**src/rtl/core/multichannel_fractional_delay_line_defines.svh**
```systemverilog
// Assertion shorthands; expect clk and arst_n in scope.
`ifndef MULTICHANNEL_FRACTIONAL_DELAY_LINE_DEFINES_SVH
`define MULTICHANNEL_FRACTIONAL_DELAY_LINE_DEFINES_SVH

// Check a condition at every clock edge outside reset.
`define MFDL_ASSERT(lbl, expr, msg) \
	lbl: assert property (@(posedge clk) disable iff (!arst_n) (expr)) else $error(msg);

// Check that a trigger implies a consequence in the same cycle.
`define MFDL_ASSERT_IMP(lbl, trig, cons, msg) \
	lbl: assert property (@(posedge clk) disable iff (!arst_n) (trig) |-> (cons)) else $error(msg);

`endif

```
**src/rtl/core/mfdl_pkg.sv**
```systemverilog
package mfdl_pkg;

	localparam int DEPTH       = 64;
	localparam int CHANNELS    = 13;
	localparam int SAMPLE_BITS = 16;
	localparam int FRAC_BITS   = 8;

	localparam int CH_W     = 4;
	localparam int DLY_W    = 14;
	localparam int POS_W    = $clog2(DEPTH);
	localparam int WORDS    = CHANNELS * DEPTH;
	localparam int ADDR_W   = $clog2(WORDS);
	localparam int SPAN_M1  = DEPTH * (2 ** FRAC_BITS) - 1;
	localparam int DIFF_W   = SAMPLE_BITS + 1;
	localparam int PROD_W   = DIFF_W + FRAC_BITS + 1;

	localparam int S_DATA_W = ((CH_W + SAMPLE_BITS + DLY_W + 7) / 8) * 8;
	localparam int S_USER_W = 2;

	localparam int FIFO_DEPTH = 4;
	localparam int FPTR_W     = $clog2(FIFO_DEPTH);
	localparam int FCNT_W     = $clog2(FIFO_DEPTH + 1);

	typedef enum logic {
		OP_WRITE = 1'b0,
		OP_READ  = 1'b1
	} op_kind_t;

	typedef enum logic [2:0] {
		ST_CLEAR  = 3'b001,
		ST_ISSUE  = 3'b010,
		ST_SECOND = 3'b100
	} state_t;

	typedef struct packed {
		logic                 valid;
		logic                 zero;
		logic [FRAC_BITS-1:0] frac;
	} interp_ctl_t;

endpackage

```
**src/rtl/core/mfdl_interp.sv**
```systemverilog
module mfdl_interp (
	input  logic                                       clk,
	input  logic                                       arst_n,
	input  mfdl_pkg::interp_ctl_t                      ctl,
	input  logic signed [mfdl_pkg::SAMPLE_BITS-1:0]    rdata,
	output logic                                       res_valid,
	output logic signed [mfdl_pkg::SAMPLE_BITS-1:0]    res_value
);
	import mfdl_pkg::*;

	interp_ctl_t                    ctl_s1, ctl_s2, ctl_s3;
	logic signed [SAMPLE_BITS-1:0]  a_s2, a_s3;
	logic signed [PROD_W-1:0]       prod_s3;
	logic signed [DIFF_W-1:0]       diff;
	logic signed [FRAC_BITS:0]      frac_s;
	logic signed [PROD_W-1:0]       shifted;
	logic signed [SAMPLE_BITS-1:0]  sum;

	always_ff @(posedge clk or negedge arst_n) begin
		if (!arst_n) begin
			ctl_s1 <= '0;
			ctl_s2 <= '0;
			ctl_s3 <= '0;
		end else begin
			ctl_s1 <= ctl;
			ctl_s2 <= ctl_s1;
			ctl_s3 <= ctl_s2;
		end
	end

	// rdata holds entry a in s1 and entry b in s2
	assign diff   = DIFF_W'(rdata) - DIFF_W'(a_s2);
	assign frac_s = signed'({1'b0, ctl_s2.frac});

	always_ff @(posedge clk) begin
		if (ctl_s1.valid) begin
			a_s2 <= rdata;
		end
		if (ctl_s2.valid) begin
			a_s3    <= a_s2;
			prod_s3 <= diff * frac_s;
		end
	end

	// floor shift, then the sum always lands between a and b
	assign shifted   = prod_s3 >>> FRAC_BITS;
	assign sum       = a_s3 + signed'(shifted[SAMPLE_BITS-1:0]);
	assign res_valid = ctl_s3.valid;
	assign res_value = ctl_s3.zero ? '0 : sum;

endmodule

```
**config.mk**
```make
export PLATFORM = sky130hd
export DESIGN_NAME = mfdl_interp
export DESIGN_NICKNAME = d
export VERILOG_FILES = /design/src/rtl/core/multichannel_fractional_delay_line_defines.svh /design/src/rtl/core/mfdl_pkg.sv /design/src/rtl/core/mfdl_interp.sv
export SDC_FILE = /design/constraint.sdc
export NUM_CORES = 1
export LEC_CHECK = 0
export ABC_AREA = 1
export BUFFER_PORTS_ARGS = -buffer_cell sky130_fd_sc_hd__clkbuf_2
export CORE_UTILIZATION = 50
export DETAILED_ROUTE_END_ITERATION = 6
export PLACE_DENSITY = 0.78
export SLEW_MARGIN = 5
export SYNTH_ARGS = -nofsm -noshare
export SYNTH_HDL_FRONTEND = slang
export SYNTH_SLANG_ARGS = --single-unit
```
**constraint.sdc**
```tcl
create_clock -name clk -period 6.71 [get_ports clk]
set_clock_uncertainty 0.15 [all_clocks]
set_input_delay 0.3355 -clock clk [delete_from_list [all_inputs] [get_ports clk]]
set_output_delay 0.3355 -clock clk [all_outputs]
set_load 0.005 [all_outputs]
```
==> results of run 1 <==
cell type report:
type                       count  area, um2
multi-input combinational    724       5600
inverter                     227        852
sequential                    70       1990
timing repair buffer          56        338
tap                          220        275
clock buffer                  11        243
clock inverter                 5       65.1
fill                        1490       7220
registers in the layout (all words and copies together) (netlist names):
register   cells
a_s2          16
a_s3          16
prod_s3       16
ctl_s1        10
ctl_s2        10
ctl_s3         1
res_valid      1
cells by family after synthesis:
| family | Yosys count | synth area share |
|---|---|---|
| simple gates | 412 | 0.205 |
| fa+ha+maj | 178 | 0.354 |
| compound gates | 116 | 0.0788 |
| xor+xnor | 18 | 0.0212 |
| flops | 70 | 0.235 |
| buf+inv | 239 | 0.106 |
per-layer routing:
layer  share of wire  global-route usage  up-vias  wire, um
met5               0                   0        -         0
met4           0.033              0.0990        0       664
met3           0.059              0.0373       39      1170
met2            0.49               0.426      252      9850
met1            0.42               0.309     3313      8340
li1                -                   -     3340         -
worst max-delay path, cell delays in order (launching register included):
cell,delay (ns)
edfxtp_1,0.41
ha_1,0.27
fa_1,0.40
inv_1,0.06
nand2_1,0.06
nand2_1,0.08
nand2_1,0.08
o21bai_1,0.25
xor2_1,0.38
inv_2,0.12
nor2_1,0.18
fa_1,0.44
fa_1,0.47
fa_1,0.55
inv_1,0.06
fa_1,0.52
inv_1,0.04
ha_1,0.34
a21oi_1,0.31
o21ai_0,0.15
a21oi_1,0.14
nand2_1,0.12
nand2_1,0.10
nand2_1,0.05
nand2_1,0.05
nand2_1,0.05
what timing repair did:
action / CTS / global route
hold buffers: 11 / 0
setup endpoints to repair: 0 / 0
hold endpoints to repair: 32 / 0
placed cells by master (no fill, tap or decap), drive strengths merged:
| cell type | netlist | layout |
|---|---|---|
| dfrtp | 22 | 22 |
| o2111ai | 1 | 1 |
| nor3 | 8 | 8 |
| xnor2 | 7 | 7 |
| a21oi | 64 | 64 |
| clkbuf | 8 | 55 |
| nor2 | 118 | 118 |
| bufinv | 0 | 1 |
| nor3b | 1 | 1 |
| inv | 226 | 228 |
| a21o | 5 | 5 |
| nor4 | 3 | 3 |
| edfxtp | 48 | 48 |
| nand3 | 63 | 63 |
| dlygate4sd3 | 0 | 11 |
| nand4 | 6 | 6 |
| ha | 74 | 74 |
| o31ai | 3 | 3 |
| o21a | 2 | 2 |
| o21ai | 31 | 31 |
| and3 | 1 | 1 |
| clkinv | 1 | 3 |
| fa | 104 | 104 |
| nand2 | 195 | 195 |
| o21bai | 5 | 5 |
| a31oi | 2 | 2 |
| xor2 | 11 | 11 |
| a21boi | 1 | 1 |
| or2 | 14 | 14 |
| o211ai | 2 | 2 |
| nand3b | 3 | 3 |
| buf | 4 | 1 |
worst max path at each step:
stage                            from                     to  cells after the start
floorplan           a_s2[0]$_DFFE_PP_  prod_s3[22]$_DFFE_PP_                     26
global placement             rdata[0]  prod_s3[23]$_DFFE_PP_                     29
detailed placement           rdata[0]  prod_s3[23]$_DFFE_PP_                     29
CTS                 a_s2[0]$_DFFE_PP_  prod_s3[23]$_DFFE_PP_                     27
global route        a_s2[0]$_DFFE_PP_  prod_s3[20]$_DFFE_PP_                     25
finish              a_s2[0]$_DFFE_PP_  prod_s3[20]$_DFFE_PP_                     25
per-stage QoR:
stage,util,instances,worst slack (ns)
2_1_floorplan,-,1033,1.27
3_5_place_dp,0.540,1286,0.598
5_1_grt,0.565,1313,0.110
4_1_cts,0.565,1313,0.652
6_report,0.565,1313,0.616
3_3_place_gp,0.540,1286,0.660
==> impl_results.md, run 1 <==
* CTS H-tree depth at 3
* Async set or reset register ratio after synthesis at 0.314
* Core Box Area at 16600 um2
* WL per Instance at 15.3 um
* Crit-path max FO at 5
* Post-DP HPWL at 16500 um
* Hold WS at 0.0402 ns
* Commonest cells in the netlist: 213 x inv_1, 190 x nand2_1, 114 x nor2_1, 104 x fa_1, 74 x ha_1
* Chip Width at 132 um
* Vias in the first global route at 6949
* Hold path cells at 1
* Worst-Skew Late Latency at 0.35 ns
* Iteration-0 DRC Markers at 412
* Initial antenna violation count at 0
* Initial Utilization at 0.512
* Largest net degree at the start of global routing at 34
* Post-synth cell types at 44
* Antenna Cells at 0
* Routability Congestion at 0.901
* CTS Buf Count at 9
* Max Buffers Root-to-Sink at 2
* CP Class: reg2reg
* Final setup viols at 0
* Most common cell in the synthesized netlist: inv_1
* HP Class: in2reg
* CTS sink cnt at 70
* ANT nets after route at 0
* Relative slew slack at 0.505
* Wire length of the first global-routing pass at 33600 um
* Synth Flop Type: edfxtp_1
* Arrival time worst endpoint at 6.05 ns
* Die Y-Extent at 132 um
* Total GRT Usage at 0.246
* Overflow after GRT at 0
* RR Startpoint: a_s2[0]$_DFFE_PP_
* Status: finished, final reports clean
* Final Hold Viols at 0
* Ports at 45
* Min cycle time layout at 6.09 ns
* RSZ-0062 raised after global routing: no
* PostCTS Resize Cnt at 0
* Nets at 1294
* CTS Root Cell: clkbuf_16
* Maximum clock rate at 164 MHz
* Post-CTS Setup Bufs at 0
* Clock slew at reported path FFs at 0.06 ns
* Via count at 6944
* DRC viols at 0
* Reg2reg end: prod_s3[20]$_DFFE_PP_
* Sum Neg Setup Slack at 0 ns
* Routed wire length at 20000 um
* Number of synthesized flops with an enable pin at 48
* Endpoint type of the worst setup path: register
* Hold endpoint: a_s2[4]$_DFFE_PP_
* CTS tree: done
* Post-Syn Area at 8490 um2
* Placed inst area at 8950 um2
* I/O Buffers at 44
* Syn Area/Cell at 8.22 um2
* Seq cells post-synth at 70
* Row Count at 47
* Max Cap Viol at 0
* Post-synthesis to final-layout area growth at 10.3%
* Synth area leaders: fa_1 25%, edfxtp_1 17%, ha_1 11%, inv_1 9.4%, nand2_1 8.4%
* Cells after Synth at 1033
* Yosys Warn Count at 0
* Final Cycle Share at 0.908
* Final Slew Violations at 0
* Largest area contributor in the netlist: fa_1
* Worst Setup Start Kind: register
* Die footprint at 17500 um2
* Pre-Repair DR Iteration Count at 5
* Register area share after synthesis at 0.235
* Worst Tran Pin Value at 0.742 ns
* Fin area at 9370 um2
* Hold_sp: rdata[4]
* Syn_nets at 1239
* Setup slack, reg-to-reg at 0.62 ns
* Worst Reg-to-Reg Cells at 25
* Share of the synthesized area in the top cell type at 0.245
* Vias per inst at 5.29
* Layout cells sized above 1 at 0.0869
* Worst EP required at 6.66 ns
Power of run 1 is left out: the tool's default activity adds up to more than one toggle a clock period on the data nets, which glitch-free logic cannot reach.
==> run 2, diff against run 1 <==
RECOVER_POWER = 50   (was not set)
==> impl_results.md, run 2 (synthesis gave the netlist of run 1 again) <==
* Routed wire length at 20100 um (was 20000 um)
* Post-synthesis to final-layout area growth at 9.99% (was 10.3%)
* Filler cell count at 1501 (was 1490)
* Die Y-Extent at 132 um (unchanged)
* Routability Congestion at 0.901 (unchanged)
* Buf+Inv Stages, Crit Path at 4 (unchanged)
* Multi-input logic area at 5600 um2 (unchanged)
* Clock slew at reported path FFs at 0.06 ns (about the same)
* CTS Root Cell: clkbuf_16 (unchanged)
* Initial antenna violation count at 0 (unchanged)
* I/O Buffers at 44 (unchanged)
* CTS tree: done (unchanged)
* CP Class: reg2reg (unchanged)
* Post-DP HPWL at 16500 um (unchanged)
* Layout cells sized above 1 at 0.0704 (was 0.0869)
* Crit-path max FO at 5 (unchanged)
* Wire length of the first global-routing pass at 33600 um (unchanged)
* Arrival time worst endpoint at 6.04 ns (was 6.05 ns)
* Row Count at 47 (unchanged)
* WL per Instance at 15.3 um (about the same)
* Die footprint at 17500 um2 (unchanged)
* Nets at 1294 (unchanged)
* Antenna Cells at 0 (unchanged)
* Largest registers: a_s2: 16 flops, a_s3: 16 flops, prod_s3: 16 flops (unchanged)
* HP Class: in2reg (unchanged)
* Pre-Repair DR Iteration Count at 4 (was 5)
* Overflow after GRT at 0 (unchanged)
* Chip Width at 132 um (unchanged)
* Sum Neg Setup Slack at 0 ns (unchanged)
* Top cell by count, worst path: nand2_1 (unchanged)
* Seq. cell area at 1990 um2 (unchanged)
* Vias in the first global route at 6949 (unchanged)
* Min cycle time layout at 6.09 ns (about the same)
* Most frequent cells in the layout: 213 x inv_1, 190 x nand2_1, 114 x nor2_1 (unchanged)
* Max Buffers Root-to-Sink at 2 (unchanged)
* Final Slew Violations at 34 (was 0)
* Vias per inst at 5.26 (was 5.29)
* Status: finished with violations (was finished, final reports clean)
* Iteration-0 DRC Markers at 373 (was 412)
* Endpoint type of the worst setup path: register (unchanged)
* Initial Utilization at 0.512 (unchanged)
* Final setup viols at 0 (unchanged)
* Maximum clock rate at 164 MHz (about the same)
* Worst Tran Pin Value at 1.87 ns (was 0.742 ns)
* Post-layout util at 0.563 (was 0.565)
* Violated checks: max-capacitance violations, max-slew violations
* Total GRT Usage at 0.246 (unchanged)
* Final Cycle Share at 0.907 (was 0.908)
* Max Cap Viol at 1 (was 0)
* RSZ-0062 raised after global routing: no (unchanged)
* DRC viols at 0 (unchanged)
* Largest net degree at the start of global routing at 34 (unchanged)
* Ports at 45 (unchanged)
* Relative slew slack at -0.245 (was 0.505)
* Worst Setup Start Kind: register (unchanged)
* Core Box Area at 16600 um2 (unchanged)
* Crit path max-delay cell type: fa_1 (unchanged)
* CTS Buf Count at 9 (unchanged)
* CTS sink cnt at 70 (unchanged)
* Family with the most delay on the worst path: adder cells (unchanged)
* Worst EP required at 6.66 ns (about the same)
* Worst-Skew Late Latency at 0.35 ns (about the same)
* Via count at 6911 (was 6944)
* Final Hold Viols at 0 (unchanged)
* Commonest non-fill, non-tap cell in the layout: inv_1 (unchanged)
* ANT nets after route at 0 (unchanged)
* CTS H-tree depth at 3 (unchanged)
* Critical path's largest stage delay at 0.55 ns (about the same)
## run 2: cell count changes in the layout (fill, tap and decap cells not counted)
| cell | previous run | this run |
|---|---|---|
| clkbuf_1 | 1 | 19 |
| buf_4 | 1 | 0 |
| clkbuf_2 | 44 | 27 |
## run 2: final cells by class
class,instances,area share
inverters,227,0.0912
multi-input cells,724,0.600
flip-flops and latches,70,0.213
repair buffers,56,0.0335
clock inverters,5,0.00697
well taps,220,0.0295
clock buffers,11,0.0260
## run 2: final timing paths
path	start	cells past startpoint	slack [ns]	end
hold / removal	rdata[2]	1	0.05	a_s2[2]$_DFFE_PP_
setup reg to reg	a_s2[0]$_DFFE_PP_	25	0.62	prod_s3[20]$_DFFE_PP_
min in group asynchronous	arst_n	2	0.67	ctl_s2[7]$_DFF_PN0_
max in group asynchronous	arst_n	2	4.97	ctl_s3[8]$_DFF_PN0_
setup / recovery	a_s2[0]$_DFFE_PP_	25	0.62	prod_s3[20]$_DFFE_PP_
hold reg to reg	ctl_s1[1]$_DFF_PN0_	0	0.20	ctl_s2[1]$_DFF_PN0_
## run 2: per-stage QoR
stage	area [um2]	setup WS (ns)	instances	hold WS (ns)
after global routing	9340	0.110	1313	0.0515
after floorplan	8490	1.27	1033	-0.110
after CTS	9370	0.652	1313	0.0292
after global placement	8950	0.660	1286	0.182
final	9340	0.623	1313	0.0498
after detailed placement	8950	0.598	1286	0.187
## run 2: timing repair
item | CTS | global route
gates resized for setup | 0 | 0
buffers inserted | 0 | 0
hold endpoints to repair | 32 | 0
hold buffers | 11 | 0
## run 2: worst register-to-register path, cell delays in order, from the launching register on
cell      delay, ns
edfxtp_1       0.41
ha_1           0.27
fa_1           0.40
inv_1          0.06
nand2_1        0.06
nand2_1        0.08
nand2_1        0.08
o21bai_1       0.25
xor2_1         0.38
inv_2          0.12
nor2_1         0.18
fa_1           0.44
fa_1           0.47
fa_1           0.55
inv_1          0.06
fa_1           0.53
inv_1          0.04
ha_1           0.34
a21oi_1        0.31
o21ai_0        0.15
a21oi_1        0.15
nand2_1        0.12
nand2_1        0.10
nand2_1        0.05
nand2_1        0.05
nand2_1        0.05
## run 2: layer usage
layer / vias to the layer above / global-route usage / part of all wire
li1: 3337 / - / -
met1: 3306 / 0.309 / 0.42
met2: 230 / 0.426 / 0.49
met3: 38 / 0.0373 / 0.054
met4: 0 / 0.0990 / 0.032
met5: - / 0 / 0
Power of run 2 is left out for the same reason.
==> run 3, diff against run 2 <==
CTS_BUF_LIST = sky130_fd_sc_hd__clkbuf_16   (was not set)
==> impl_results.md, run 3 (synthesis gave the netlist of run 1 again) <==
* Sum Neg Setup Slack at 0 ns (unchanged)
* Post-synthesis to final-layout area growth at 9.87% (was 9.99%)
* HP Class: in2reg (unchanged)
* CTS Root Cell: clkbuf_16 (unchanged)
* Buf+Inv Stages, Crit Path at 4 (unchanged)
* Routability Congestion at 0.901 (unchanged)
* Core Box Area at 16600 um2 (unchanged)
* Relative slew slack at -0.244 (was -0.245)
* Violated checks: max-capacitance violations, max-slew violations (unchanged)
* CTS tree: done (unchanged)
* Maximum clock rate at 164 MHz (about the same)
* Die footprint at 17500 um2 (unchanged)
* Iteration-0 DRC Markers at 396 (was 373)
* Endpoint type of the worst setup path: register (unchanged)
* Antenna Cells at 0 (unchanged)
* Max Buffers Root-to-Sink at 2 (unchanged)
* Routed wire length at 20100 um (about the same)
* Wire length of the first global-routing pass at 33600 um (about the same)
* Worst-Skew Late Latency at 0.35 ns (about the same)
* Filler cell count at 1504 (was 1501)
* Final setup viols at 0 (unchanged)
* Die Y-Extent at 132 um (unchanged)
* CTS Hold Bufs at 11 (unchanged)
* Nets at 1294 (unchanged)
* Arrival time worst endpoint at 6.06 ns (was 6.04 ns)
* WL per Instance at 15.3 um (about the same)
* Overflow after GRT at 0 (unchanged)
* Layout cells sized above 1 at 0.0695 (was 0.0704)
* Initial Utilization at 0.512 (unchanged)
* Final Cycle Share at 0.910 (was 0.907)
* Worst EP required at 6.66 ns (about the same)
* Largest net degree at the start of global routing at 34 (unchanged)
* Min cycle time layout at 6.11 ns (was 6.09 ns)
* Commonest non-fill, non-tap cell in the layout: inv_1 (unchanged)
* Final Slew Violations at 34 (unchanged)
* Critical path's largest stage delay at 0.55 ns (about the same)
* Ports at 45 (unchanged)
* Family with the most delay on the worst path: adder cells (unchanged)
* Clock slew at reported path FFs at 0.06 ns (about the same)
* Largest registers: a_s2: 16 flops, a_s3: 16 flops, prod_s3: 16 flops (unchanged)
* RSZ-0062 raised after global routing: no (unchanged)
* Post-DP HPWL at 16500 um (unchanged)
* Top cell by count, worst path: nand2_1 (unchanged)
* CTS Buf Count at 9 (unchanged)
* Post-CTS Setup Bufs at 0 (unchanged)
* Initial antenna violation count at 0 (unchanged)
* CP Class: reg2reg (unchanged)
* CTS sink cnt at 70 (unchanged)
* Worst Tran Pin Value at 1.87 ns (about the same)
* DRC viols at 0 (unchanged)
* CTS H-tree depth at 3 (unchanged)
* Vias per inst at 5.29 (was 5.26)
* Total GRT Usage at 0.247 (was 0.246)
* Crit path max-delay cell type: fa_1 (unchanged)
* Chip Width at 132 um (unchanged)
* Pre-Repair DR Iteration Count at 5 (was 4)
* PostCTS Resize Cnt at 0 (unchanged)
* Via count at 6942 (was 6911)
* I/O Buffers at 44 (unchanged)
* Final Hold Viols at 0 (unchanged)
* Vias in the first global route at 6961 (was 6949)
* Worst Setup Start Kind: register (unchanged)
* Most frequent cells in the layout: 214 x inv_1, 190 x nand2_1, 114 x nor2_1 (was 213 x inv_1, 190 x nand2_1, 114 x nor2_1)
* Row Count at 47 (unchanged)
* ANT nets after route at 0 (unchanged)
* Max Cap Viol at 1 (unchanged)
* Status: finished with violations (unchanged)
* Crit-path max FO at 5 (unchanged)
run 3: cell count changes in the layout (fill, tap and decap cells not counted):
cell,delta
clkinv_1,+1
clkbuf_8,-1
inv_1,+1
clkbuf_1,-1
run 3: path summary, 6_finish.rpt:
check                                   endpoint                 from  depth (start not counted)  slack (ns)
setup / recovery           prod_s3[20]$_DFFE_PP_    a_s2[0]$_DFFE_PP_                         25        0.60
hold / removal                 a_s2[2]$_DFFE_PP_             rdata[2]                          1        0.05
setup reg to reg           prod_s3[20]$_DFFE_PP_    a_s2[0]$_DFFE_PP_                         25        0.60
hold reg to reg              ctl_s2[1]$_DFF_PN0_  ctl_s1[1]$_DFF_PN0_                          0        0.20
max in group asynchronous    ctl_s3[8]$_DFF_PN0_               arst_n                          2        4.97
min in group asynchronous    ctl_s2[7]$_DFF_PN0_               arst_n                          2        0.67
run 3: stage by stage:
stage          cells  hold slack, ns  instance area [um2]   util  worst slack, ns
4_1_cts         1313          0.0292                 9360  0.564            0.652
2_1_floorplan   1033          -0.110                 8490      -             1.27
5_1_grt         1313          0.0515                 9330  0.563            0.110
3_3_place_gp    1286           0.182                 8950  0.540            0.660
3_5_place_dp    1286           0.187                 8950  0.540            0.598
6_report        1313          0.0500                 9330  0.563            0.604
run 3: cell type report:
class	count	area [um2]	share of cell area
clock buffer	9	225	0.0241
clock inverter	7	72.6	0.00778
inverter	227	852	0.0913
multi-input combinational	724	5600	0.600
sequential	70	1990	0.213
tap	220	275	0.0295
timing repair buffer	56	313	0.0335
run 3: worst register-to-register path: stages (launching register included):
cell and delay [ns]:
edfxtp_1 0.41, ha_1 0.27, fa_1 0.40, inv_1 0.06, nand2_1 0.06, nand2_1 0.08, nand2_1 0.08, o21bai_1 0.25
xor2_1 0.38, inv_2 0.12, nor2_1 0.18, fa_1 0.44, fa_1 0.47, fa_1 0.55, inv_1 0.06, fa_1 0.53
inv_1 0.04, ha_1 0.34, a21oi_1 0.31, o21ai_0 0.15, a21oi_1 0.14, nand2_1 0.12, nand2_1 0.10, nand2_1 0.05
nand2_1 0.05, nand2_1 0.05
run 3: routing by layer:
layer | global-route usage | share of wire | vias to the layer above
li1 | - | - | 3337
met1 | 0.309 | 0.42 | 3340
met2 | 0.427 | 0.49 | 227
met3 | 0.0373 | 0.057 | 38
met4 | 0.0990 | 0.033 | 0
met5 | 0 | 0 | -
Power of run 3 is left out for the same reason.
